--- config.mk ---
export PLATFORM = sky130hd
export DESIGN_NAME = slts_div
export DESIGN_NICKNAME = d
export VERILOG_FILES = /design/src/rtl/core/slts_pkg.sv /design/src/rtl/core/slts_div.sv
export SDC_FILE = /design/constraint.sdc
export NUM_CORES = 1
export LEC_CHECK = 0
export BUFFER_PORTS_ARGS = -buffer_cell sky130_fd_sc_hd__buf_2
export CAP_MARGIN = 20
export CORE_ASPECT_RATIO = 1.75
export CORE_MARGIN = 5
export CORE_UTILIZATION = 37
export CTS_CLUSTER_DIAMETER = 50
export DETAILED_ROUTE_END_ITERATION = 10
export PLACE_DENSITY = 0.67
export REMOVE_ABC_BUFFERS = 1
export SLEW_MARGIN = 20
export SYNTH_ARGS = -nofsm -noshare
export SYNTH_HDL_FRONTEND = slang
export SYNTH_SLANG_ARGS = --single-unit
--- constraint.sdc ---
create_clock -name clk_i -period 6.65 [get_ports clk_i]
set_clock_uncertainty 0.05 [all_clocks]
set_input_delay 1.6625 -clock clk_i [delete_from_list [all_inputs] [get_ports clk_i]]
set_output_delay 1.6625 -clock clk_i [all_outputs]
set_load 0.1 [all_outputs]
--- src/rtl/core/slts_pkg.sv ---
// Package for the sparse lower triangular solve core.
// Holds payload structs, status and state codes, divider handshake types and constants.
// No dependencies.
package slts_pkg;

  // Field widths fixed by the interface
  localparam int unsigned COL_W       = 12;
  localparam int unsigned ROW_W       = 12;
  localparam int unsigned DATA_W      = 32;
  localparam int unsigned ROW_COUNT_W = 13;

  // Divider operand widths: |acc| * 2^16 over |coeff|
  localparam int unsigned NUM_W = 48;
  localparam int unsigned DEN_W = 32;

  // Defaults and constants
  localparam int unsigned          MAX_ROWS_DEF    = 4096;
  localparam logic [ROW_COUNT_W-1:0] ROW_COUNT_RESET = 13'd4096;
  localparam logic signed [DATA_W-1:0] ONE_Q16     = 32'sd65536;
  localparam logic signed [DATA_W-1:0] S32_MAX     = 32'sh7FFF_FFFF;
  localparam logic signed [DATA_W-1:0] S32_MIN     = 32'sh8000_0000;

  typedef enum logic [1:0] {
    STATUS_OK        = 2'd0,
    STATUS_ZERO_DIAG = 2'd1,
    STATUS_OVERFLOW  = 2'd2
  } status_e;

  typedef enum logic [2:0] {
    ST_IDLE,
    ST_MUL,
    ST_ACC,
    ST_DIV,
    ST_FIN
  } state_e;

  typedef struct packed {
    logic [COL_W-1:0]         column;
    logic signed [DATA_W-1:0] coeff;
    logic                     is_diagonal;
  } slts_in_t;

  typedef struct packed {
    logic [ROW_W-1:0]         row_index;
    logic signed [DATA_W-1:0] solution;
    status_e                  status;
    logic                     solve_done;
  } slts_out_t;

  // Divider request and response
  typedef struct packed {
    logic             start;
    logic             neg;
    logic [NUM_W-1:0] num;
    logic [DEN_W-1:0] den;
  } div_req_t;

  typedef struct packed {
    logic                     busy;
    logic                     done;
    logic                     sat;
    logic signed [DATA_W-1:0] quot;
  } div_rsp_t;

endpackage

--- src/rtl/core/slts_div.sv ---
// Iterative restoring divider, one quotient bit per cycle, with signed saturation.
// Depends on slts_pkg.
module slts_div
  import slts_pkg::*;
(
  input  logic     clk_i,
  input  logic     rst_ni,
  input  div_req_t req_i,
  output div_rsp_t rsp_o
);

  localparam int unsigned CNT_W = $clog2(NUM_W);
  localparam logic [NUM_W-1:0] POS_LIM = NUM_W'(S32_MAX);
  localparam logic [NUM_W-1:0] NEG_LIM = NUM_W'(33'h1_0000_0000 >> 1);

  logic             busy_q, busy_d;
  logic             done_q, done_d;
  logic [CNT_W-1:0] cnt_q, cnt_d;
  logic [DEN_W-1:0] rem_q, rem_d;
  logic [NUM_W-1:0] quo_q, quo_d;
  logic [DEN_W-1:0] den_q;
  logic             neg_q;

  logic [DEN_W:0]   rem_sh;
  logic [DEN_W:0]   rem_sub;
  logic             ge;
  logic             sat;

  // One shift-subtract step
  always_comb begin
    rem_sh  = {rem_q, quo_q[NUM_W-1]};
    rem_sub = rem_sh - {1'b0, den_q};
    ge      = (rem_sh >= {1'b0, den_q});
  end

  always_comb begin
    busy_d = busy_q;
    done_d = 1'b0;
    cnt_d  = cnt_q;
    rem_d  = rem_q;
    quo_d  = quo_q;
    if (req_i.start) begin
      busy_d = 1'b1;
      cnt_d  = '0;
      rem_d  = '0;
      quo_d  = req_i.num;
    end else if (busy_q) begin
      rem_d = ge ? rem_sub[DEN_W-1:0] : rem_sh[DEN_W-1:0];
      quo_d = {quo_q[NUM_W-2:0], ge};
      cnt_d = cnt_q + 1'b1;
      if (cnt_q == CNT_W'(NUM_W - 1)) begin
        busy_d = 1'b0;
        done_d = 1'b1;
      end
    end
  end

  // Control registers
  always_ff @(posedge clk_i or negedge rst_ni) begin
    if (!rst_ni) begin
      busy_q <= 1'b0;
      done_q <= 1'b0;
      cnt_q  <= '0;
    end else begin
      busy_q <= busy_d;
      done_q <= done_d;
      cnt_q  <= cnt_d;
    end
  end

  // Operand registers
  always_ff @(posedge clk_i) begin
    rem_q <= rem_d;
    quo_q <= quo_d;
    if (req_i.start) begin
      den_q <= req_i.den;
      neg_q <= req_i.neg;
    end
  end

  // Sign and saturate the magnitude quotient
  always_comb begin
    sat = neg_q ? (quo_q > NEG_LIM) : (quo_q > POS_LIM);
    rsp_o.busy = busy_q;
    rsp_o.done = done_q;
    rsp_o.sat  = sat;
    if (sat) begin
      rsp_o.quot = neg_q ? S32_MIN : S32_MAX;
    end else if (neg_q) begin
      rsp_o.quot = -$signed(quo_q[DATA_W-1:0]);
    end else begin
      rsp_o.quot = $signed(quo_q[DATA_W-1:0]);
    end
  end

endmodule

==> metrics <==
status=complete, no violations; Post-Route WL=20700 microns; CP startpoint=quo_q[9]; final setup vio count=0; hold_sp=rem_q[31]; clock network power share=a little under two fifths; Slew HR=~30%; max-cap violations=0; largest area contributor in the netlist=edfxtp_1; Top Metal Used=met5; post-synthesis async set-or-reset flop share=under 10%; Max Buffers Root-to-Sink=2; number of H-tree levels=4; CP endpoint kind=output pin; RSZ-0062 raised after global routing=no; layout cells sized above 1=23.5%; routed length on met1=~7600 microns; initial antenna violation count=5; vias per cell=roughly 5.6; f_max=between 150 and 200 MHz; R2R setup slack=~2.9 ns; switching share of power=around a third; DP HPWL=between 15000 and 20000 microns; iteration-0 DRC count of the detailed router=322; Cell Pwr Density=roughly 270 nW/um^2; setup TNS=0 ns; Logic pwr share=a little under a quarter; switching power=between 0.8 and 0.9 mW; overall routing resource usage=roughly 17%; worst r2r src=den_q[1]; final hold violation count=0; die width=between 100 and 150 microns; top-area cell type share of the netlist area=31.6%; Post-synth EDFFs=81; drt wl/cell=between 15 and 20 microns; crit path DAT=~4.1 ns; vias in the first global route=between 6000 and 7000; Vias=between 6000 and 7000; final worst-path cycle share=87.0%; min-delay worst type=flip-flop to flip-flop; TritonCTS buffer count=17; Core Box Area=20400 sq um; flops & latches, synth=between 100 and 150; DRC=0; critical path class=flip-flop to output pin; Pint=about 1.6 mW; root buffer cell=clkbuf_16; die area=about 24000 sq um; row count=69; Port Buffers=around 120; met2 WL=11200 microns; library cells used by synthesis=63; sequential fraction of the synthesis area=a little over two fifths; layout net count=1048; Synth Instances=826; WL met3=between 1000 and 1500 microns; Hold Buf Count CTS=0; Cell Area, Synth=7690 sq um; die height=~200 microns; Warnings, synthesis=0; CTS tree=built; Final Power=roughly 2.5 mW; routability congestion estimate=0.884; GRT overflow=0; Worst VDD drop=~0.00016 V; largest net degree at the start of global routing=52; num ports=~120; sequential share of power=about two fifths; CP max FO=7; PostCTS Resize Cnt=0; Antenna Cells=0; syn avg cell area=between 9 and 10 sq um; Initial Util=37.8%; Primary FF master, synth=edfxtp_1; Leak Pwr=about 3.6 nW; Area growth, synth to finish=17.6%; Critical Path RT=approximately 5 ns; top cells by area, synth=edfxtp_1, dfxtp_1, mux2_2; Pre-antenna DRT Iters=4; fillers=2014; # Post-CTS Setup Buffers=0; fin. max-slew vios=0; min Tclk post-route=around 5.8 ns; Clock transition at path regs=about 0.060 ns; Sink Count=approximately 120; Least-Margin Pin Slew=~1.0 ns; Routed Antenna Nets=0; Worst setup SP type=flip-flop; Clock Latency Late Sink=between 0.4 and 0.5 ns; first-pass GRT wire length=33400 microns
## path summary, 6_finish.rpt
kind                        endpoint  depth (start not counted)
max                        rsp_o[31]                         10
min                        rem_q[31]                          2
max reg2reg                 rem_q[0]                         12
min reg2reg                rem_q[31]                          2
max in group asynchronous   cnt_q[4]                          1
min in group asynchronous   cnt_q[2]                          1
## per-layer routing
metal / global-route usage, % / vias up
li1: - / 3242
met1: 17.5 / 3113
met2: 32.0 / 182
met3: 5.10 / 58
met4: 8.62 / 10
met5: 0 / -
## synthesized netlist by cell type, drive strengths merged, types with 11 or more instances
cell type	number
o22a	17
or3	11
mux2	43
o21ai	51
edfxtp	81
a21oi	75
xor2	19
clkbuf	35
ha	35
inv	50
a311oi	20
nor2	84
nand4	19
nand2	84
xnor2	13
nor4	11
nor3	21
dfxtp	32
## power by group through the flow
stage | clock network (mW) | registers (mW) | logic [mW]
2_1_floorplan | 0 | 0.950 | 0.445
3_3_place_gp | 0 | 0.967 | 0.586
3_5_place_dp | 0 | 0.970 | 0.589
4_1_cts | 0.940 | 0.955 | 0.593
5_1_grt | 0.972 | 0.965 | 0.648
6_report | 0.917 | 0.955 | 0.590
## cell type report
cell class / instances / area, sq um / area share, %
clock buffer: 17 / 425 / 4.70
clock inverter: 15 / 150 / 1.66
inverter: 50 / 188 / 2.07
multi-input combinational: 612 / 4050 / 44.7
sequential: 121 / 3270 / 36.2
tap: 248 / 310 / 3.43
timing repair buffer: 126 / 653 / 7.22
## state kept, by name, indices dropped and copies added, names as in the netlist
name and count:
busy_q 1, cnt_q 6, den_q 32, quo_q 48, rem_q 32, done_q 1, neg_q 1
## through the flow
step	std cells	hold slack [ns]	setup slack, ns	cell area (sq um)	utilization [%]
after CTS	1189	0.431	0.842	9050	44.4
after global placement	1157	0.409	1.32	8470	41.6
after detailed placement	1157	0.416	1.31	8470	41.6
after floorplan	783	0.387	-1.22	7500	-
final	1189	0.432	0.864	9050	44.4
after global routing	1189	0.479	0.666	9050	44.4
## worst max-delay path, cell delays in order, from the launching register on
cell and delay [ns]:
edfxtp_1 0.45, or4_4 0.61, nor4_4 0.35, nand4_2 0.18, or3_4 0.38, or3_4 0.35, or3_4 0.35, nor3_4 0.16
nor2_1 0.07, a221oi_2 0.25, buf_2 0.48
## layout by cell type (no fill, tap or decap), types with 18 or more instances in the layout
| cell | synthesis | routed |
|---|---|---|
| nand2_1 | 84 | 84 |
| dfxtp_1 | 32 | 32 |
| mux2_2 | 43 | 43 |
| nor2_1 | 84 | 84 |
| o21ai_0 | 51 | 51 |
| xor2_1 | 19 | 19 |
| edfxtp_1 | 81 | 81 |
| buf_2 | 0 | 117 |
| nand4_1 | 18 | 18 |
| a311oi_1 | 20 | 20 |
| nor3_1 | 20 | 20 |
| a21oi_1 | 75 | 74 |
| inv_1 | 49 | 48 |
| ha_1 | 35 | 35 |
## cell families after synthesis
group / share of synthesized area, %
compound gates: 19.0
xor+xnor: 3.64
flops: 42.6
mux: 6.55
buf+inv: 4.88
simple gates: 17.4
fa+ha+maj: 5.95
No activity file was read; power rests on OpenSTA's default activity.
